==> src/hw/rtl/mpbc_ram.sv <==
module mpbc_ram #(
  parameter int WIDTH = 8,
  parameter int DEPTH = 256
) (
  input  logic                     clk,
  input  logic                     re,
  input  logic [$clog2(DEPTH)-1:0] raddr,
  output logic [WIDTH-1:0]         rdata,
  input  logic                     we,
  input  logic [$clog2(DEPTH)-1:0] waddr,
  input  logic [WIDTH-1:0]         wdata
);

  logic [WIDTH-1:0] mem [DEPTH];

  // A read and a write to the same entry in one cycle return the old contents.
  always_ff @(posedge clk) begin
    if (re) begin
      rdata <= mem[raddr];
    end
    if (we) begin
      mem[waddr] <= wdata;
    end
  end

endmodule

==> config.mk <==
export PLATFORM = sky130hd
export DESIGN_NAME = mpbc_ram
export DESIGN_NICKNAME = d
export VERILOG_FILES = /design/src/hw/rtl/mpbc_ram.sv
export SDC_FILE = /design/constraint.sdc
export NUM_CORES = 2
export LEC_CHECK = 0
export BUFFER_PORTS_ARGS = -buffer_cell sky130_fd_sc_hd__buf_2
export CAP_MARGIN = 20
export CORE_UTILIZATION = 51
export CTS_BUF_LIST = sky130_fd_sc_hd__clkbuf_16
export CTS_CLUSTER_SIZE = 12
export DETAILED_ROUTE_END_ITERATION = 10
export PLACE_DENSITY = 0.63
export SYNTH_ARGS = -nofsm -noshare
export SYNTH_HDL_FRONTEND = slang
export SYNTH_SLANG_ARGS = --single-unit
==> constraint.sdc <==
create_clock -name clk -period 5.7 [get_ports clk]
set_input_delay 0.855 -clock clk [delete_from_list [all_inputs] [get_ports clk]]
set_output_delay 0.855 -clock clk [all_outputs]
set_load 0.02 [all_outputs]
* After elaboration in Yosys (flattened, before gate mapping)
Memories as Yosys holds them, arrays and structs flattened. A register that Yosys moved wholly into a read port is not among the register bits.
Cells that the tools add are included.
** Word-level totals
- Register bits after elaboration :: 0
- Logic and storage cells :: 3
- Output and inout bits :: 8
- Memory bits (writable) :: 2048
- Input port bits :: 27
- Memories kept :: 1
** Cells by class
- Muxes and demuxes :: 2
** Memories
- mem :: depth 256, width 8, rd ports 1, clocked after memory_dff 1, write ports 1, line 14 : logic [WIDTH-1:0] mem [DEPTH];
** Operator list (count)
- two-way mux 1 bit :: 2

* Longest topological paths before layout
- Word-level depth :: 2
- Mapped depth :: 11
- Mapped depth without buffers :: 6

* Worst setup path before layout
No wires, ideal clock.
- Kind :: input port to flip-flop
- From :: in raddr[0]
- To :: reg rdata[2] (read register of mem), data pin
- Library setup time :: 269 ps
- Data required time :: 5431 ps
- Path buffers :: 4
- Stages :: 9
- Arrival :: 2662 ps
- Setup slack :: 2769 ps
- Cells stage by stage :: buf_6 -> buf_12 -> buf_8 -> buf_2 -> mux4_2 -> a22oi_1 -> a21oi_1 -> nor4_1 -> nor4_2
** RTL lines
- from (decl) :: line 7 : input logic [$clog2(DEPTH)-1:0] raddr,
- to (decl) :: line 8 : output logic [WIDTH-1:0] rdata,

==> impl_results.html <==
<table>
<tr><th>Metric</th><th>Value</th></tr>
<tr><th colspan="2">Yosys</th></tr>
<tr><td>Number of flops mapped to enable cells by yosys</td><td>2056</td></tr>
<tr><td>Fraction of post-synthesis cell area in the top cell type by area</td><td>0.775</td></tr>
<tr><td>Most frequent cell after synthesis</td><td>edfxtp_1</td></tr>
<tr><td>Syn Std Cell Area</td><td>79600 sq um</td></tr>
<tr><td>Library cell occupying the most area in the post-synthesis netlist</td><td>edfxtp_1</td></tr>
<tr><td>Synth warn</td><td>0</td></tr>
<tr><td>Register bit total from synthesis</td><td>2056</td></tr>
<tr><td>Post-Synthesis Cells</td><td>3733</td></tr>
<tr><td>Portion of the post-synthesis area used by sequential elements</td><td>0.775</td></tr>
<tr><td>Fraction of registers with async set/reset</td><td>0</td></tr>
<tr><td>Mean cell area of the mapped netlist</td><td>21.3 sq um</td></tr>
<tr><td>Most frequent cells after synthesis</td><td>edfxtp_1 (2056), mux4_2 (454), nor2_1 (282)</td></tr>
<tr><td>Cell types with the largest area share after synthesis</td><td>edfxtp_1 (78%), mux4_2 (13%), mux2i_1 (1.7%)</td></tr>
<tr><td>Number of distinct library cells after synthesis</td><td>54</td></tr>
<tr><td>Post-synthesis net count</td><td>between 3000 and 4000</td></tr>
<tr><td>Main flop type after synthesis</td><td>edfxtp_1</td></tr>
<tr><th colspan="2">Global route</th></tr>
<tr><td>Wire length of the first global-routing pass</td><td>roughly 280000 microns</td></tr>
<tr><td>Residual overflow from global routing</td><td>0</td></tr>
<tr><td>Number of antenna violations at the first check in global routing</td><td>14</td></tr>
<tr><td>Pin count of the biggest net entering global routing</td><td>143</td></tr>
<tr><td>Global-route usage over all layers</td><td>0.251</td></tr>
<tr><td>Vias in the first global route</td><td>38700</td></tr>
<tr><th colspan="2">Routing</th></tr>
<tr><td>Vias/cell</td><td>about 6.4</td></tr>
<tr><td>Drt first pass iters</td><td>5</td></tr>
<tr><td>Iteration-0 DRC Markers</td><td>4686</td></tr>
<tr><td>Remaining design rule violation count</td><td>0</td></tr>
<tr><td>Routed WL</td><td>195000 microns</td></tr>
<tr><td>WL per Instance</td><td>around 32 microns</td></tr>
<tr><td>Top routing layer in use</td><td>met5</td></tr>
<tr><td>Met2 routed wirelength</td><td>just over 90000 microns</td></tr>
<tr><td>Antenna Nets Post-Route</td><td>0</td></tr>
<tr><td>Vias after detailed routing</td><td>38600</td></tr>
<tr><td>Length of routed wiring on met1</td><td>80500 microns</td></tr>
<tr><td>Met3 WL</td><td>16200 microns</td></tr>
<tr><th colspan="2">Power</th></tr>
<tr><td>Power share of the clock group</td><td>0.400</td></tr>
<tr><td>Portion of total power attributed to combinational logic</td><td>0.049</td></tr>
<tr><td>Cell internal pwr</td><td>about 0.024 W</td></tr>
<tr><td>VDD IR-drop max</td><td>0.308 mV</td></tr>
<tr><td>Sw frac</td><td>0.216</td></tr>
<tr><td>Sw Pwr</td><td>0.00655 W</td></tr>
<tr><td>Sequential cell fraction of total power</td><td>0.550</td></tr>
<tr><td>Power density normalized to cell area</td><td>~340 nW/um^2</td></tr>
<tr><td>Static leakage</td><td>27.2 nW</td></tr>
<tr><th colspan="2">STA</th></tr>
<tr><td>Upper clock frequency limit</td><td>~270 MHz</td></tr>
<tr><td>Final critical-path required period</td><td>3.66 ns</td></tr>
<tr><td>Worst slew margin relative to its limit</td><td>0.220</td></tr>
<tr><td>Measured slew at the worst slew-check pin</td><td>approximately 1.2 ns</td></tr>
<tr><td>Total of endpoints with negative setup slack in the final report</td><td>0</td></tr>
<tr><td>Max Clock Skew</td><td>0.0454 ns</td></tr>
<tr><td>Final hold violation count</td><td>0</td></tr>
<tr><td>Tcrit/Tclk final</td><td>0.641</td></tr>
<tr><td>RSZ-0062 raised after global routing</td><td>no</td></tr>
<tr><td>Number of max-slew violations in the final report</td><td>0</td></tr>
<tr><td>Accumulated negative setup slack</td><td>0 ns</td></tr>
<tr><th colspan="2">Layout</th></tr>
<tr><td>Proportion of layout cells with a drive suffix above 1</td><td>0.215</td></tr>
<tr><td>Synth-to-Final Area Change</td><td>10.7%</td></tr>
<tr><td>Final nets</td><td>3882</td></tr>
<tr><td>FILL cells</td><td>11300</td></tr>
<tr><td>Count of placed standard cells in the final layout, fillers left out</td><td>6033</td></tr>
<tr><th colspan="2">Die</th></tr>
<tr><td>Std-Cell Rows</td><td>144</td></tr>
<tr><td>Floorplan die area</td><td>158000 sq um</td></tr>
<tr><td>Die X-Extent</td><td>397 microns</td></tr>
<tr><td>Core area</td><td>155000 sq um</td></tr>
<tr><td>Die extent in y</td><td>397 microns</td></tr>
<tr><td>Count of boundary I/O pins</td><td>35</td></tr>
<tr><td>Starting utilization of the core area</td><td>0.515</td></tr>
<tr><th colspan="2">Critical path</th></tr>
<tr><td>Crit-path cells</td><td>buf_8 &gt; buf_12 &gt; buf_4 &gt; mux2i_1 &gt; o221ai_1 &gt; o22ai_1 &gt; o32ai_1 &gt; nor3_1 &gt; nor4_1</td></tr>
<tr><td>Worst reg2reg setup slack</td><td>about 2.8 ns</td></tr>
<tr><td>Largest fanout on the critical path</td><td>66</td></tr>
<tr><td>Critical Path End Type</td><td>register</td></tr>
<tr><td>Worst Setup Path Type</td><td>in -&gt; reg</td></tr>
<tr><td>WP data arrival</td><td>~4.2 ns</td></tr>
<tr><td>Largest stage delay on the critical path</td><td>0.60 ns</td></tr>
<tr><td>Count of buffering cells on the critical path with inverters included</td><td>3</td></tr>
<tr><td>Worst-path cell with the longest stage delay</td><td>nor3_1</td></tr>
<tr><td>Dominant delay contributor by cell family on the critical path</td><td>buffers and inverters</td></tr>
<tr><td>CP startpoint kind</td><td>primary input</td></tr>
<tr><td>Required time of the critical path</td><td>6.25 ns</td></tr>
<tr><th colspan="2">Placed design</th></tr>
<tr><td>Post-detail-place hpwl</td><td>118000 microns</td></tr>
<tr><td>Routability Congestion</td><td>0.841</td></tr>
<tr><td>Quantity of I/O buffers inserted on ports</td><td>34</td></tr>
<tr><td>Placed Instances</td><td>5692</td></tr>
<tr><th colspan="2">Clocking</th></tr>
<tr><td>Clk_lat worst skew</td><td>0.83 ns</td></tr>
<tr><td>TritonCTS sink count</td><td>2056</td></tr>
<tr><td>Number of H-tree branching levels</td><td>4</td></tr>
<tr><td>CTS tree</td><td>yes</td></tr>
<tr><td>CTS buffer count</td><td>about 200</td></tr>
<tr><td>Number of buffers between clock root and the deepest sink</td><td>3</td></tr>
<tr><td>Post-cts resize count</td><td>0</td></tr>
<tr><td># hold bufs at CTS</td><td>0</td></tr>
<tr><td>Clock slew seen by the registers of the worst setup and hold paths</td><td>roughly 0.060 ns</td></tr>
<tr><td>Cell chosen for the clock root</td><td>clkbuf_16</td></tr>
<tr><td>Setup repair bufs after CTS</td><td>0</td></tr>
<tr><th colspan="2">Run</th></tr>
<tr><td>Count of maximum capacitance violations</td><td>0</td></tr>
<tr><th colspan="2">Run status</th></tr>
<tr><td>Run status</td><td>completed</td></tr>
<tr><th colspan="2">Hold path</th></tr>
<tr><td>Class of the most critical hold timing path</td><td>in -&gt; reg</td></tr>
</table>
==> flip-flops by register name (all words and copies together) (netlist names) <==
signal,count
mem,2048
rdata,8
==> power groups by stage <==
stage          combinational, W  sequential, W  clock, W
6_report                0.00150         0.0167    0.0121
5_1_grt                 0.00158         0.0167    0.0128
3_3_place_gp            0.00149         0.0170         0
3_5_place_dp            0.00151         0.0170         0
4_1_cts                 0.00151         0.0167    0.0123
2_1_floorplan          0.000810         0.0170         0
==> routing by layer <==
metal  global-route usage  vias to the layer above
li1                     -                    15900
met3               0.0455                      320
met2                0.389                     1698
met5                    0                        -
met4               0.0735                       12
met1                0.367                    20700
==> per-stage QoR <==
step / instance area, sq um / hold slack, ns / setup slack [ns] / utilization / power [W]
global placement: 82100 / 1.05 / 1.06 / 0.531 / 0.0185
global route: 88100 / 0.433 / 1.93 / 0.570 / 0.0311
floorplan: 79600 / 0.864 / 2.77 / - / 0.0178
finish: 88100 / 0.480 / 2.04 / 0.570 / 0.0303
detailed placement: 82200 / 1.06 / 1.19 / 0.532 / 0.0185
CTS: 88100 / 0.416 / 2.07 / 0.570 / 0.0305
==> cells in the final DEF, fill, tap and decap left out, types with 13 or more instances in the layout <==
master and n:
o22ai_1 28, buf_12 19, nor3_1 22, a211oi_1 16, mux4_2 454, mux2i_1 134
buf_2 22, buf_4 96, a221oi_1 13, o221ai_1 46, nor4_1 24, nand3_1 34
a21oi_1 96, nand2_1 32, clkbuf_16 207, edfxtp_1 2056, clkinv_1 40, nor2b_1 28
nor2_1 279, inv_1 61, clkinv_2 14, a22oi_1 133
==> layout make-up <==
cell class                 count  area, sq um  area share
inverter                       2         7.51   0.0000852
antenna                        6         15.0    0.000170
multi-input combinational   1442        16500       0.187
clock inverter               127          758     0.00860
tap                         2044         2560      0.0290
clock buffer                 207         5180      0.0588
timing repair buffer         149         1400      0.0159
sequential                  2056        61700       0.700
==> path summary, 6_finish.rpt <==
path | end | depth (start not counted) | startpoint
worst max-delay path | rdata[5] | 9 | raddr[0]
worst min-delay path | rdata[1] | 1 | re
worst max register to register | rdata[5] | 6 | mem[210][5]
worst min register to register | rdata[5] | 6 | mem[33][5]
==> kinds of logic after synthesis <==
group           count (synthesis)  share of synthesized area
buf+inv                       235                     0.0183
simple gates                  466                     0.0263
flops                        2056                      0.775
mux                           591                      0.146
compound gates                385                     0.0342
Note: power is estimated with default switching activity, not from simulation.
