### src/hw/rtl/mpbc_pkg.sv
package mpbc_pkg;

  localparam int PIX_W       = 8;
  localparam int TIDX_W      = 8;
  localparam int COST_W      = 32;
  localparam int SUM_W       = 44;
  localparam int POS_W       = 12;
  localparam int CFG_W       = 13;
  localparam int BS_CFG_W    = 7;
  localparam int CFG_IDX_W   = 2;
  localparam int TABLE_DEPTH = 256;

  localparam int FRAME_WIDTH_RESET  = 64;
  localparam int FRAME_HEIGHT_RESET = 64;
  localparam int BLOCK_SIZE_RESET   = 16;

  localparam logic [CFG_IDX_W-1:0] CFG_FRAME_WIDTH  = 2'd0;
  localparam logic [CFG_IDX_W-1:0] CFG_FRAME_HEIGHT = 2'd1;
  localparam logic [CFG_IDX_W-1:0] CFG_BLOCK_SIZE   = 2'd2;

  localparam logic MODE_TABLE = 1'b0;
  localparam logic MODE_PIXEL = 1'b1;

  localparam logic [PIX_W-1:0] PRED_FIRST = 8'd128;
  localparam logic [PIX_W:0]   PIX_MAX    = 9'd255;

  typedef struct packed {
    logic             x0;
    logic             y0;
    logic             first;
    logic             blk_done;
    logic             frame_done;
    logic [POS_W-1:0] block_row;
    logic [POS_W-1:0] block_col;
  } pos_info_t;

  typedef struct packed {
    logic [POS_W-1:0]        block_row;
    logic [POS_W-1:0]        block_col;
    logic signed [SUM_W-1:0] block_cost;
    logic                    frame_done;
  } result_t;

  function automatic logic [PIX_W-1:0] med_predict(input logic [PIX_W-1:0] n,
                                                  input logic [PIX_W-1:0] w,
                                                  input logic [PIX_W-1:0] nw);
    logic [PIX_W-1:0] hi;
    logic [PIX_W-1:0] lo;
    logic [PIX_W:0]   planar;
    hi = (n > w) ? n : w;
    lo = (n < w) ? n : w;
    planar = {1'b0, n} + {1'b0, w} - {1'b0, nw};
    if (nw >= hi) begin
      return lo;
    end else if (nw <= lo) begin
      return hi;
    end else if (planar > PIX_MAX) begin
      return PIX_MAX[PIX_W-1:0];
    end else begin
      return planar[PIX_W-1:0];
    end
  endfunction

endpackage

### src/hw/rtl/mpbc_out_if.sv
interface mpbc_out_if;
  import mpbc_pkg::*;

  logic                    valid;
  logic                    ready;
  logic [POS_W-1:0]        block_row;
  logic [POS_W-1:0]        block_col;
  logic signed [SUM_W-1:0] block_cost;
  logic                    frame_done;

  modport source(output valid, output block_row, output block_col, output block_cost,
                 output frame_done, input ready);
  modport sink(input valid, input block_row, input block_col, input block_cost,
               input frame_done, output ready);
endinterface

### src/hw/rtl/mpbc_out_buf.sv
module mpbc_out_buf (
  input  logic              clk,
  input  logic              rst,
  input  logic              push,
  input  mpbc_pkg::result_t push_data,
  output logic              space,
  mpbc_out_if.source        out_ch
);
  import mpbc_pkg::*;

  logic    out_valid;
  result_t out_data;
  logic    skid_valid;
  result_t skid_data;

  assign space = !skid_valid;

  assign out_ch.valid      = out_valid;
  assign out_ch.block_row  = out_data.block_row;
  assign out_ch.block_col  = out_data.block_col;
  assign out_ch.block_cost = out_data.block_cost;
  assign out_ch.frame_done = out_data.frame_done;

  always_ff @(posedge clk) begin
    if (rst) begin
      out_valid  <= 1'b0;
      skid_valid <= 1'b0;
    end else if (out_valid && out_ch.ready) begin
      if (skid_valid) begin
        out_data   <= skid_data;
        skid_valid <= 1'b0;
      end else if (push) begin
        out_data <= push_data;
      end else begin
        out_valid <= 1'b0;
      end
    end else if (!out_valid) begin
      if (push) begin
        out_data  <= push_data;
        out_valid <= 1'b1;
      end
    end else if (push) begin
      skid_data  <= push_data;
      skid_valid <= 1'b1;
    end
  end

endmodule
### src/flat_wrapper.sv
// flat-port wrapper written by rule: the top's interface ports become plain ports
module mpbc_out_buf_flat import mpbc_pkg::*;
  (clk, rst, push, push_data, space, out_ch_valid, out_ch_block_row, out_ch_block_col, out_ch_block_cost, out_ch_frame_done, out_ch_ready);
  mpbc_out_if out_ch_i ();
  input  logic clk;
  input  logic rst;
  input  logic push;
  input  mpbc_pkg::result_t push_data;
  output logic space;
  output wire logic [$bits(out_ch_i.valid)-1:0] out_ch_valid;
  output wire logic [$bits(out_ch_i.block_row)-1:0] out_ch_block_row;
  output wire logic [$bits(out_ch_i.block_col)-1:0] out_ch_block_col;
  output wire logic [$bits(out_ch_i.block_cost)-1:0] out_ch_block_cost;
  output wire logic [$bits(out_ch_i.frame_done)-1:0] out_ch_frame_done;
  input wire logic [$bits(out_ch_i.ready)-1:0] out_ch_ready;
  assign out_ch_valid = out_ch_i.valid;
  assign out_ch_block_row = out_ch_i.block_row;
  assign out_ch_block_col = out_ch_i.block_col;
  assign out_ch_block_cost = out_ch_i.block_cost;
  assign out_ch_frame_done = out_ch_i.frame_done;
  assign out_ch_i.ready = out_ch_ready;
  mpbc_out_buf u_core (.clk(clk), .rst(rst), .push(push), .push_data(push_data), .space(space), .out_ch(out_ch_i));
endmodule
### config.mk
export PLATFORM = sky130hd
export DESIGN_NAME = mpbc_out_buf_flat
export DESIGN_NICKNAME = d
export VERILOG_FILES = /design/src/hw/rtl/mpbc_pkg.sv /design/src/hw/rtl/mpbc_out_if.sv /design/src/hw/rtl/mpbc_out_buf.sv /design/src/flat_wrapper.sv
export SDC_FILE = /design/constraint.sdc
export NUM_CORES = 1
export LEC_CHECK = 0
export BUFFER_PORTS_ARGS = -buffer_cell sky130_fd_sc_hd__buf_4
export CORE_MARGIN = 4
export CORE_UTILIZATION = 57
export DETAILED_ROUTE_END_ITERATION = 12
export GPL_TIMING_DRIVEN = 0
export PLACE_DENSITY_LB_ADDON = 0.1
export SYNTH_ARGS = -nofsm -noshare
export SYNTH_HDL_FRONTEND = slang
export SYNTH_SLANG_ARGS = --single-unit
### constraint.sdc
create_clock -name clk -period 16.49 [get_ports clk]
set_input_delay 2.4735 -clock clk [delete_from_list [all_inputs] [get_ports clk]]
set_output_delay 2.4735 -clock clk [all_outputs]
set_load 0.03 [all_outputs]
==> Yosys cells after proc, flatten, opt, wreduce, memory -nomap -nowiden <==
Cells that the tools add are included.
{ "word_totals": {"elab_cells": 31, "register_bits": 140, "output_inout_bits": 71, "in_bits": 73} }
{ "classes": {"mux": 9, "reduce_logical": 7, "n_eq_ne": 3, "bitwise_logic": 2} }
{ "ops": {"columns": ["cell", "n"], "rows": [
  ["69-bit two-way mux", 4],
  ["2-bit inequality test (second input constant)", 3],
  ["2-bit AND reduction", 3],
  ["1-bit two-way mux", 5],
  ["4-bit AND reduction", 1],
  ["1-bit NOT", 2],
  ["2-bit OR reduction", 1],
  ["1-bit logical AND", 1],
  ["1-bit logical NOT", 1]
]} }

==> Longest topological paths before layout <==
{ "depth": {"ltp_word": 3, "mapped_depth": 6} }

==> Worst setup path before layout <==
OpenSTA, ideal clock, no wires.
{ "synth_path": {"path_kind": "input to register", "start": "in push", "end": "reg u_core.skid_data[0] (netlist name), enable pin", "t_arrival_ns": 9.358, "n_path_buf": 2, "slack_ns": 6.462, "setup_ns": 0.669, "path_stages": 3, "required_ns": 15.821, "cell_sequence": "buf_4 > buf_4 > nor4bb_1"} }
{ "synth_via": {"elab_chain_len": 1} }
{ "synth_rtl": {"columns": ["element", "line", "text"], "rows": [
  ["from (decl)", "flat_wrapper.sv:7", "input logic push;"],
  ["4-bit AND reduction (no line)", null, null],
  ["to (signal assigned)", "mpbc_out_buf.sv:43", "skid_data <= push_data;"],
  ["to (decl)", "mpbc_out_buf.sv:14", "result_t skid_data;"]
]} }
No other way between the ends.
A chain may end at the register's enable or synchronous reset.

==> Worst setup path in the final report <==
{ "layout_path": {"start": "in push", "end": "reg u_core.skid_data[11] (netlist name), enable pin"} }
Same word-level chain as after synthesis.

==> summary.txt <==
Route
  – Drt total wl: 12600 um
  – Post-DR vias/cell: approximately 5.3
  – DRC violations left: 0
  – Vias post-DR: 3694
  – Drt initial violations: 210
  – Avg WL per Cell: between 15 and 20 um
  – Antenna viol nets, final: 0
  – Initial DRT Pass Iterations: 5

Synthesis
  – Synthesized area: 5800 um2
  – Adder-cell share of the synthesized area: 0
  – Synth top area share: 0.714
  – Number of synthesized register bits: 140
  – Most used DFF post-synth: edfxtp_1
  – Area leader, netlist: edfxtp_1
  – Async S/R FF share, synth: 0
  – Synth cell count leaders: edfxtp_1 (138), mux2i_1 (69), nand2_1 (69)
  – Largest family of logic cells by synthesized area: multiplexers
  – Synth Area in Compound Gates: 0.0772
  – Mapped Cells: 380
  – Synth area leaders: edfxtp_1 (71%), mux2i_1 (12%), nand2_1 (4.5%)
  – Yosys warnings: 0
  – Synth cell types: 17
  – Count leader, synth: edfxtp_1
  – Mux contribution to synthesized area: 0.119
  – Syn nets: between 400 and 500
  – Post-synthesis sequential area ratio: 0.721
  – Avg Inst Size Synth: 15.3 um2
  – Post-synth EDFFs: between 100 and 150
  – Simple-Gate Fraction of Synth Area: 0.0483
  – XOR/XNOR Fraction of Synth Area: 0

Cells and area
  – Area delta synth->final: 33.3%
  – Ant. Diodes: 0
  – Post-layout util: 0.784
  – Layout cells sized above 1: 0.389
  – Final net count: 621

Worst setup path
  – Setup CP Type: input port to flop
  – Req. time, crit path: about 17 ns
  – Startpoint types: input port
  – Slowest CP cell: nor4bb_4
  – Critical path, cell by cell: buf_4 > buf_4 > nor4bb_4 > buf_6 > buf_8
  – Critical Path AT: between 4 and 5 ns
  – CP top delay family: buffers and inverters
  – CP Max Fanout: 14
  – Critical Path Max Stage Delay: between 0.8 and 0.9 ns
  – Crit path buffers/inverters: 4
  – Crit path capture type: flop
  – Most common cell on crit path: buf_4

CTS
  – CTS buffer count: 17
  – Clk sinks: 140
  – CTS Buffer Depth: 2
  – H-tree levels: 4
  – Setup bufs post-CTS: 0
  – Worst-skew pair later-pin latency: 0.52 ns
  – Clk slew on worst S/H paths: 0.06 ns
  – Hold-fix buffers, CTS: 0
  – Root buf cell: clkbuf_8
  – CTS tree: done
  – Resized Gates After CTS: 0

Floorplan
  – Initial Util: 0.588
  – Chip height: ~110 um
  – FP Rows: 36
  – Die Span X: 109 um
  – Core Area: roughly 9900 um2
  – I/O Pins: 144
  – Die area: approximately 12000 um2

Place
  – IO Port Bufs: about 140
  – DP HPWL: 8580 um
  – Setup Slack @ Placement: 11.97 ns
  – Routability cong.: 0.768

GRT
  – Vias in the first global route: about 3800
  – GRT met3 Usage: 0.0681
  – Largest net degree at the start of global routing: 26
  – Met1 Usage GRT: 0.286
  – Gr busiest metal: met2
  – Gr usage total: 0.220
  – Antenna violations before repair: 0
  – GR Util met2: 0.345
  – First-pass GRT wire length: 19500 um
  – Total gr overflow: 0

Timing
  – Endpoints failing hold: 0
  – Actual slew at the worst max-slew pin: 0.981 ns
  – Final setup TNS: 0 ns
  – Setup ws final: 12.51 ns
  – Clk_skew: approximately 0.014 ns
  – Fin crit share: 0.241
  – Worst slew margin: 0.345
  – Slew Limit Fails: 0
  – Hold slack: roughly 0.52 ns
  – Final min period: 3.98 ns
  – Final setup violation count: 0
  – RSZ-0062 raised after global routing: false
  – Highest clock rate: 251 MHz

Run status
  – Status: completed

Pwr
  – P_leak: around 0.003 uW
  – Combinational power share: 0.116
  – Sw Ratio: 0.228
  – Max VDD drop: a little over 0.07 mV
  – Total Power: 887 uW
  – Clk pwr share: 0.408
  – Sw power: approximately 200 uW
  – Pwr per Cell Area: 115 nW/um2
  – Sequential power share: 0.476
  – Internal power: 685 uW

Flow run
  – Max-cap viol count: 0

Min path
  – Hold WC Path Type: flop to flop
## sequential cells by signal (all words and copies together), names as in the netlist
name,count
u_core.out_ch.block_col,12
u_core.skid_valid,1
u_core.out_ch.block_row,12
u_core.skid_data,69
u_core.out_ch.block_cost,44
u_core.out_ch.frame_done,1
u_core.out_ch.valid,1
## metrics by stage
| stage | std cells | area [um2] |
|---|---|---|
| 2_1_floorplan | 380 | 5800 |
| 3_3_place_gp | 655 | 7030 |
| 3_5_place_dp | 662 | 7180 |
| 4_1_cts | 694 | 7730 |
| 5_1_grt | 694 | 7730 |
| 6_report | 694 | 7730 |
## layer usage
layer / part of all wire / routed length (um)
met5: 0 / 0
met4: 0.015 / 187
met3: 0.078 / 980
met2: 0.50 / 6330
met1: 0.40 / 5090
## placed cells by master (no fill, tap or decap), types with 2 or more instances in the layout
master	synthesis	final
dfxtp_1	2	2
clkbuf_2	2	2
buf_6	2	4
bufinv_16	0	3
clkbuf_1	2	7
o21ai_0	50	50
clkbuf_16	0	16
mux2i_1	69	69
a21oi_1	3	2
o21ai_2	20	20
inv_1	3	3
buf_4	13	155
clkinv_2	0	5
edfxtp_1	138	138
buf_8	3	6
nand2_1	69	69
clkinv_1	0	2
## final timing paths
path	depth (start not counted)	start	endpoint	slack [ns]
max	5	push	u_core.skid_data[11]	12.51
min	2	u_core.skid_data[59]	u_core.out_ch.block_row[2]	0.52
max reg2reg	3	u_core.out_ch.valid	u_core.skid_data[11]	14.32
min reg2reg	2	u_core.skid_data[59]	u_core.out_ch.block_row[2]	0.52
## area by class of cell
class                           instances  area, um2
Clock inverter                         10        123
Multi-Input combinational cell        214       1450
Tap cell                              133        166
Timing Repair Buffer                  149       1180
Clock buffer                           22        433
Fill cell                             594       2130
Buffer                                 23        188
Inverter                                3       11.3
Sequential cell                       140       4180
## cell families after synthesis
logic type,count (synthesis)
mux,69
buf+inv,26
simple gates,71
flops,140
compound gates,74
## power groups by stage
stage	Clock [uW]	Combinational, uW	Sequential, uW
2_1_floorplan	0	29.7	456
5_1_grt	385	110	424
3_5_place_dp	0	104	429
3_3_place_gp	0	98.1	431
6_report	362	103	422
4_1_cts	366	104	422
## worst register-to-register path, cell delays in order (launching register included)
cell and delay (ns):
dfxtp_1 0.46, nor4bb_4 0.93, buf_6 0.29, buf_8 0.18
(Power assumes the default switching activity.)
