## config.mk

```make
export PLATFORM = sky130hd
export DESIGN_NAME = mpbc_position
export DESIGN_NICKNAME = d
export VERILOG_FILES = /design/src/hw/rtl/mpbc_pkg.sv /design/src/hw/rtl/mpbc_position.sv
export SDC_FILE = /design/constraint.sdc
export NUM_CORES = 1
export LEC_CHECK = 0
export BUFFER_PORTS_ARGS = -buffer_cell sky130_fd_sc_hd__buf_2
export CORE_ASPECT_RATIO = 0.75
export CORE_MARGIN = 8
export CORE_UTILIZATION = 55
export CTS_CLUSTER_SIZE = 8
export DETAILED_ROUTE_END_ITERATION = 10
export PLACE_DENSITY = 0.77
export SKIP_LAST_GASP = 1
export SLEW_MARGIN = 20
export SYNTH_ARGS = -nofsm -noshare
export SYNTH_HDL_FRONTEND = slang
export SYNTH_SLANG_ARGS = --single-unit
```

## constraint.sdc

```tcl
create_clock -name clk -period 2.8 [get_ports clk]
set_clock_uncertainty 0.15 [all_clocks]
set_input_delay 0.7 -clock clk [delete_from_list [all_inputs] [get_ports clk]]
set_output_delay 0.7 -clock clk [all_outputs]
set_load 0.02 [all_outputs]
```

## src/hw/rtl/mpbc_pkg.sv

```systemverilog
package mpbc_pkg;

  localparam int PIX_W       = 8;
  localparam int TIDX_W      = 8;
  localparam int COST_W      = 32;
  localparam int SUM_W       = 44;
  localparam int POS_W       = 12;
  localparam int CFG_W       = 13;
  localparam int BS_CFG_W    = 7;
  localparam int CFG_IDX_W   = 2;
  localparam int TABLE_DEPTH = 256;

  localparam int FRAME_WIDTH_RESET  = 64;
  localparam int FRAME_HEIGHT_RESET = 64;
  localparam int BLOCK_SIZE_RESET   = 16;

  localparam logic [CFG_IDX_W-1:0] CFG_FRAME_WIDTH  = 2'd0;
  localparam logic [CFG_IDX_W-1:0] CFG_FRAME_HEIGHT = 2'd1;
  localparam logic [CFG_IDX_W-1:0] CFG_BLOCK_SIZE   = 2'd2;

  localparam logic MODE_TABLE = 1'b0;
  localparam logic MODE_PIXEL = 1'b1;

  localparam logic [PIX_W-1:0] PRED_FIRST = 8'd128;
  localparam logic [PIX_W:0]   PIX_MAX    = 9'd255;

  typedef struct packed {
    logic             x0;
    logic             y0;
    logic             first;
    logic             blk_done;
    logic             frame_done;
    logic [POS_W-1:0] block_row;
    logic [POS_W-1:0] block_col;
  } pos_info_t;

  typedef struct packed {
    logic [POS_W-1:0]        block_row;
    logic [POS_W-1:0]        block_col;
    logic signed [SUM_W-1:0] block_cost;
    logic                    frame_done;
  } result_t;

  function automatic logic [PIX_W-1:0] med_predict(input logic [PIX_W-1:0] n,
                                                  input logic [PIX_W-1:0] w,
                                                  input logic [PIX_W-1:0] nw);
    logic [PIX_W-1:0] hi;
    logic [PIX_W-1:0] lo;
    logic [PIX_W:0]   planar;
    hi = (n > w) ? n : w;
    lo = (n < w) ? n : w;
    planar = {1'b0, n} + {1'b0, w} - {1'b0, nw};
    if (nw >= hi) begin
      return lo;
    end else if (nw <= lo) begin
      return hi;
    end else if (planar > PIX_MAX) begin
      return PIX_MAX[PIX_W-1:0];
    end else begin
      return planar[PIX_W-1:0];
    end
  endfunction

endpackage

```

## src/hw/rtl/mpbc_position.sv

```systemverilog
module mpbc_position #(
  parameter int MAX_WIDTH  = 4096,
  parameter int MAX_HEIGHT = 4096,
  parameter int MAX_BLOCK  = 64
) (
  input  logic                             clk,
  input  logic                             rst,
  input  logic                             cfg_write,
  input  logic [mpbc_pkg::CFG_IDX_W-1:0]   cfg_index,
  input  logic [mpbc_pkg::CFG_W-1:0]       cfg_data,
  input  logic                             step,
  output logic                             restart,
  output logic [$clog2(MAX_WIDTH)-1:0]     x,
  output logic [$clog2(MAX_WIDTH)-1:0]     bc,
  output mpbc_pkg::pos_info_t              info
);
  import mpbc_pkg::*;

  localparam int XW = $clog2(MAX_WIDTH);
  localparam int YW = $clog2(MAX_HEIGHT);
  localparam int BW = $clog2(MAX_BLOCK);

  localparam logic [XW-1:0] RST_W_LAST =
    XW'((MAX_WIDTH < FRAME_WIDTH_RESET ? MAX_WIDTH : FRAME_WIDTH_RESET) - 1);
  localparam logic [YW-1:0] RST_H_LAST =
    YW'((MAX_HEIGHT < FRAME_HEIGHT_RESET ? MAX_HEIGHT : FRAME_HEIGHT_RESET) - 1);
  localparam logic [BW-1:0] RST_BS_LAST =
    BW'((MAX_BLOCK < BLOCK_SIZE_RESET ? MAX_BLOCK : BLOCK_SIZE_RESET) - 1);

  logic [XW-1:0] w_last;
  logic [YW-1:0] h_last;
  logic [BW-1:0] bs_last;
  logic [XW-1:0] col, col_next;
  logic [YW-1:0] row, row_next;
  logic [BW-1:0] cib, cib_next;
  logic [BW-1:0] rib, rib_next;
  logic [XW-1:0] bcol, bcol_next;
  logic [YW-1:0] brow, brow_next;
  logic          row_end;
  logic          col_end;
  logic [BS_CFG_W-1:0] bs_data;

  assign bs_data = cfg_data[BS_CFG_W-1:0];
  assign restart = cfg_write && (cfg_index == CFG_FRAME_WIDTH ||
                                 cfg_index == CFG_FRAME_HEIGHT ||
                                 cfg_index == CFG_BLOCK_SIZE);

  assign row_end = (col == w_last);
  assign col_end = (row == h_last);

  always_comb begin
    info.x0         = (col == '0);
    info.y0         = (row == '0);
    info.first      = (cib == '0) && (rib == '0);
    info.blk_done   = (cib == bs_last || row_end) && (rib == bs_last || col_end);
    info.frame_done = row_end && col_end;
    info.block_row  = POS_W'(brow);
    info.block_col  = POS_W'(bcol);
  end

  assign x  = col;
  assign bc = bcol;

  always_comb begin
    col_next  = col;
    row_next  = row;
    cib_next  = cib;
    rib_next  = rib;
    bcol_next = bcol;
    brow_next = brow;
    if (row_end) begin
      col_next  = '0;
      cib_next  = '0;
      bcol_next = '0;
      if (col_end) begin
        row_next  = '0;
        rib_next  = '0;
        brow_next = '0;
      end else begin
        row_next = row + 1'b1;
        if (rib >= bs_last) begin
          rib_next  = '0;
          brow_next = brow + 1'b1;
        end else begin
          rib_next = rib + 1'b1;
        end
      end
    end else begin
      col_next = col + 1'b1;
      if (cib >= bs_last) begin
        cib_next  = '0;
        bcol_next = bcol + 1'b1;
      end else begin
        cib_next = cib + 1'b1;
      end
    end
  end

  always_ff @(posedge clk) begin
    if (rst) begin
      w_last  <= RST_W_LAST;
      h_last  <= RST_H_LAST;
      bs_last <= RST_BS_LAST;
      col     <= '0;
      row     <= '0;
      cib     <= '0;
      rib     <= '0;
      bcol    <= '0;
      brow    <= '0;
    end else if (cfg_write) begin
      case (cfg_index)
        CFG_FRAME_WIDTH: begin
          if (cfg_data == '0) begin
            w_last <= '0;
          end else if (32'(cfg_data) > 32'(MAX_WIDTH)) begin
            w_last <= XW'(MAX_WIDTH - 1);
          end else begin
            w_last <= XW'(cfg_data - 1'b1);
          end
        end
        CFG_FRAME_HEIGHT: begin
          if (cfg_data == '0) begin
            h_last <= '0;
          end else if (32'(cfg_data) > 32'(MAX_HEIGHT)) begin
            h_last <= YW'(MAX_HEIGHT - 1);
          end else begin
            h_last <= YW'(cfg_data - 1'b1);
          end
        end
        CFG_BLOCK_SIZE: begin
          if (bs_data == '0) begin
            bs_last <= '0;
          end else if (32'(bs_data) > 32'(MAX_BLOCK)) begin
            bs_last <= BW'(MAX_BLOCK - 1);
          end else begin
            bs_last <= BW'(bs_data - 1'b1);
          end
        end
        default: begin
        end
      endcase
      if (restart) begin
        col  <= '0;
        row  <= '0;
        cib  <= '0;
        rib  <= '0;
        bcol <= '0;
        brow <= '0;
      end
    end else if (step) begin
      col  <= col_next;
      row  <= row_next;
      cib  <= cib_next;
      rib  <= rib_next;
      bcol <= bcol_next;
      brow <= brow_next;
    end
  end

endmodule

```

# --- Word-level counts from Yosys, hierarchy flattened ---
# Cells that the tools add are included.
word_totals:
  regBits: 90
  input_bits: 19
  out_inout_bits: 54
  wordCells: 85
op_classes:
  n_addsub: 8
  n_lt_le_gt_ge: 4
  n_eq_ne: 7
  n_mux: 31
  reduce_logical: 26
ops:
  columns: ["op", "n"]
  rows:
  - ["$mux W12", 19]
  - ["$mux W6", 12]
  - ["$add A12 B1 Y12 const B", 4]
  - ["$eq A12 B12 Y1", 2]
  - ["$logic_not A12 Y1", 2]
  - ["$gt A13 B13 Y1 const B", 1]
  - ["$logic_not A13 Y1", 1]
  - ["$add A6 B1 Y6 const B", 2]
  - ["$eq A6 B6 Y1", 2]
  - ["$ge A6 B6 Y1", 2]
  - ["$logic_not A6 Y1", 2]
  - ["$sub A12 B1 Y12 const B", 1]
  - ["$reduce_and A2 Y1", 4]
  - ["$gt A7 B7 Y1 const B", 1]
  - ["$logic_not A7 Y1", 1]
  - ["$reduce_and A3 Y1", 2]
  - ["$reduce_bool A3 Y1", 2]
  - ["$sub A6 B1 Y6 const B", 1]
  - ["$logic_and A1 B1 Y1", 4]
  - ["$logic_or A1 B1 Y1", 4]
  - ["$reduce_and A4 Y1", 1]
  - ["$reduce_bool A2 Y1", 2]
  - ["$eq A2 B1 Y1 const B", 1]
  - ["$eq A2 B2 Y1 const B", 1]
  - ["other kinds (2)", 2]

# --- Logic depth before layout (Yosys ltp) ---
depth:
  depth_word: 6
  mapped_depth: 9
  mapped_depth_nobuf: 8

# --- Worst setup path before layout ---
# OpenSTA, ideal clock, no wires.
synth_timing:
  path_type: "register to output"
  startpoint: "register col[3], in the netlist x[3]"
  endpoint: "output info[25] in the netlist's numbering"
  arrival_time_ps: 1687
  required_time_ps: 1950
  setup_slack_ps: 263
  stages_incl_launch_ff: 6
  n_path_buf: 1
  path_cell_list: "dfxtp_1 -> xnor2_1 -> nand4_1 -> nor3_4 -> clkbuf_1 -> o22a_1"
synth_lines:
  columns: ["element", "line_no", "rtl"]
  rows:
  - ["from (decl)", "mpbc_position.sv:33", "logic [XW-1:0] col, col_next;"]
  - ["from (signal assigned)", "mpbc_position.sv:151", "col <= col_next;"]
  - ["to (decl)", "mpbc_position.sv:15", "output mpbc_pkg::pos_info_t info"]

==> results.rst <==
.. list-table::
   :header-rows: 1

   * - Metric
     - Value
   * - Outcome
     - finished clean
   * - Area contributors post-synth
     - dfxtp_1 36%, xnor2_1 6.5%, ha_1 6.0%
   * - DP HPWL
     - ~9600 um
   * - Setup slack at placement
     - between 0.15 and 0.2 ns
   * - Routed vias
     - approximately 4.7k
   * - Per-cell via count in the routed design
     - 5.896
   * - Largest voltage drop on the vdd net
     - roughly 0.34 mV
   * - Wire length per cell after detailed routing
     - ~16 um
   * - Number of buffers on the longest clock path
     - 2
   * - Cts bufs inserted
     - 9
   * - Number of design rule violations left after detail routing
     - 0
   * - Post-synthesis net count
     - between 600 and 700
   * - Yosys top cell area share
     - approximately 36%
   * - Num ports
     - between 70 and 80
   * - Worst reg-to-reg setup slack
     - 0.27 ns
   * - Category of the worst setup path capture point
     - primary output
   * - Async set-reset flop share out of synthesis
     - 0%
   * - Area of placed instances
     - 5421 um^2
   * - Vertical extent of the die
     - between 90 and 100 um
   * - Layout overhead on the synthesized area
     - 13.60%
   * - RSZ-0062 raised after global routing
     - false
   * - Number of placed instances with taps included
     - 776
   * - Maximum number of pins on one net before global-route repair
     - 23
   * - Length in cells of the worst reg-to-reg path
     - 8
   * - Dominant register cell in the synthesized netlist
     - dfxtp_1
   * - Power density normalized to cell area
     - between 400 and 500 nW/um^2
   * - Slowest cell on crit path
     - dfxtp_1
   * - Design area
     - ~5700 um^2
   * - Library cells used by synthesis
     - 62
   * - Area fraction in compound gates after synthesis
     - between 10% and 20%
   * - Fraction of the mapped netlist area in simple logic gates
     - approximately 25%
   * - Synth Instances
     - between 600 and 700
   * - Placer's final routability congestion estimate
     - just over 0.9
   * - Mapped cell area
     - 5004 um^2
   * - Part of the Yosys area used for sequential elements
     - between 30% and 40%
   * - Sink Count
     - 90
   * - Max Clk Rate
     - between 0.3 and 0.4 GHz
   * - Average footprint of a synthesized cell
     - just over 8 um^2
   * - Wire length of the first global-routing pass
     - about 21000 um
   * - Type of the most critical hold path
     - reg2reg
   * - Leakage
     - ~2.4 nW
   * - Share of the synthesized netlist area taken by xor and xnor gates
     - between 8 and 9%
   * - Horizontal extent of the die
     - 126.1 um
   * - Length of the first detailed-routing pass in iterations
     - 5
   * - Critical Path Source Type
     - flip-flop
   * - Total wire length after detailed routing
     - 12520 um
   * - Worst Slack Setup Final
     - 0.04740 ns
   * - Critical path startpoint
     - row[2]
   * - Reported max-cap violation count
     - 0
   * - Final setup TNS
     - 0 ns
   * - Number of enable-type register cells in the synthesized netlist
     - 0
   * - Source-to-sink clock delay at the later pin of the worst-skew pair
     - 0.33 ns
   * - Library cell occupying the most area in the post-synthesis netlist
     - dfxtp_1
   * - FF-to-FF Start
     - rib[0]
   * - H-tree lvl count
     - 3
   * - Fraction of final layout cells with drive strength greater than 1
     - roughly 17%
   * - Worst endpoint required time
     - between 1.5 and 2 ns
   * - DRT antenna net count
     - 0
   * - Buffer type at the clock tree root
     - clkbuf_16
   * - Number of global-route vias before repair
     - ~4.3k
   * - Post-synthesis adder-cell area fraction
     - 6.002%
   * - Largest fanout of any net on the critical path
     - 8
   * - Antenna diode count
     - 0
   * - Data arrival time at the worst-slack endpoint
     - around 1.9 ns
   * - Number of nets in the final layout
     - ~720
   * - Core Area
     - between 8000 and 9000 um^2
   * - Category of the most critical setup path
     - reg2out
   * - Overflow after GRT
     - 0
   * - Setup violators final
     - 0
   * - Number of DRC violations after detailed-routing iteration 0
     - roughly 450
   * - Clock-pin slew reported for the worst setup and hold paths after clock tree synthesis
     - about 0.060 ns
   * - Yosys synthesis warning count
     - 0
   * - End of the worst register-to-register path
     - brow[10]
   * - Row cnt
     - 30
   * - Area of the die
     - 12440 um^2
   * - Max-slew violation total from the final report
     - 0
   * - Number of failing hold endpoints at the final stage
     - 0
   * - Stage delay of the slowest cell on the critical path
     - 0.51 ns
   * - Tightest slew margin relative to the limit
     - roughly 55%
   * - Starting density of the core
     - a little under three fifths
   * - Final critical-path required period
     - between 2 and 3 ns
   * - Transition time of the tightest slew-check pin
     - 0.6712 ns
   * - Dominant combinational cell family by area after synthesis
     - simple AND/OR/NAND/NOR gates
   * - Critical Path Sink
     - info[25]
   * - Fraction of the cycle the final worst path needs
     - a little over nine tenths
   * - I/O Buffers
     - 72
   * - Overall Power
     - approximately 0.0027 W
   * - Synth Register Bits
     - 90
   * - Mux share of post-synthesis cell area
     - under 10%
   * - Non-Filler Instances
     - a little under 800
   * - CP Cell Sequence
     - xnor2_1 -> nand4_1 -> nor3_4 -> o22a_1 -> buf_2
   * - Global router's overall resource usage
     - approximately a fifth
   * - CTS tree
     - done
   * - Antenna violations before repair
     - 0
-- layout by cell type (no fill, tap or decap), drive strengths merged, types with 3 or more instances in the layout --
cell | synthesis | final
a21o | 3 | 3
nand4 | 16 | 16
dfxtp | 90 | 90
mux2 | 3 | 3
a41oi | 3 | 3
nand3 | 31 | 31
a22o | 6 | 6
nand2b | 9 | 9
nand2 | 54 | 54
o22ai | 7 | 7
nor3 | 20 | 20
and4 | 4 | 4
nor2b | 3 | 3
xnor2 | 37 | 37
buf | 23 | 88
clkbuf | 12 | 11
nor2 | 51 | 51
a31oi | 14 | 14
inv | 32 | 32
a21oi | 58 | 58
and3 | 16 | 16
o221ai | 3 | 3
or3 | 9 | 9
ha | 24 | 24
nor4 | 8 | 8
xor2 | 14 | 14
nor4b | 3 | 3
o21ai | 28 | 28
and2 | 3 | 3
-- cell families (layout without fill, tap and decap cells) --
kind of cell | Yosys count | in the layout
xor gates and xnor gates | 51 | 51
adders and majority gates | 24 | 24
and+or+nand+nor | 236 | 236
muxes | 5 | 5
AOI/OAI and AO/OA | 138 | 138
buffers and inverters | 68 | 133
DFF | 90 | 90
-- critical path: cells and delay by family (launching register included) --
kind / cells / cell delay, ns
buffers and inverters: 1 / 0.17
and+or+nand+nor: 2 / 0.52
xor gates and xnor gates: 1 / 0.17
AOI/OAI and AO/OA: 1 / 0.21
DFF: 1 / 0.51
-- worst min path at each step --
stage                     from          to  cells after the start  slack [ns]
finish              bs_last[4]  bs_last[4]                      2        0.31
global route        bs_last[4]  bs_last[4]                      2        0.32
CTS                 bs_last[4]  bs_last[4]                      2        0.30
detailed placement  bs_last[4]  bs_last[4]                      2        0.30
global placement    bs_last[5]  bs_last[5]                      2        0.29
floorplan           bs_last[4]  bs_last[4]                      2        0.28
-- report_power, final --
group | internal, W | switching (W) | total, W | leakage, nW
clock network | 0.000604 | 0.000455 | 0.00106 | 0.123
logic | 0.000112 | 0.000193 | 0.000305 | 1.55
registers | 0.00131 | 0.0000264 | 0.00133 | 0.730
-- cells in the mapped netlist, types with 4 or more instances --
library cell   n
dfxtp_1       90
a21oi_1       58
nand2_1       54
nor2_1        51
xnor2_1       37
inv_1         32
nand3_1       30
ha_1          24
o21ai_0       24
nor3_1        18
and3_1        16
nand4_1       16
a31oi_1       14
xor2_1        14
buf_4         12
clkbuf_1      12
buf_2          9
nand2b_1       9
or3_1          9
nor4_1         7
a22o_1         6
o22ai_1        6
and4_1         4
o21ai_1        4
-- through the flow --
stage | hold WS [ns] | utilization [%]
after detailed placement | 0.2954 | 60.69
after global routing | 0.3166 | 63.63
after CTS | 0.3040 | 63.46
after floorplan | 0.2819 | -
final | 0.3086 | 63.63
after global placement | 0.2932 | 60.69
-- per-layer routing --
layer / wire, um / vias to the layer above / GRT usage, % / share of wire (%)
met5: 0 / - / 0 / 0
met4: 140 / 0 / 5.346 / 1.1
met1: 5822 / 2202 / 25.78 / 47
met2: 5759 / 139 / 31.40 / 46
met3: 794 / 14 / 5.609 / 6.3
li1: - / 2297 / - / -
-- flip-flops by register name, summed over array words and instances (netlist names) --
register and flops:
bc 12, brow 12, bs_last 6, cib 6, h_last 12, rib 6, row 12, w_last 12
x 12
-- what timing repair did --
item,4_1_cts,5_1_grt
resized for setup,0,2
hold buffers,0,0
setup endpoints to repair,0,2
buffers inserted,0,1
-- cell type report --
cell class | instances | area, um^2
Inverter | 33 | 123.9
Timing Repair Buffer | 88 | 480.5
Multi-Input combinational cell | 454 | 2889
Clock inverter | 1 | 5.005
Clock buffer | 11 | 242.7
Tap cell | 112 | 140.1
Fill cell | 774 | 3249
Sequential cell | 90 | 1803
(Power assumes the default switching activity.)
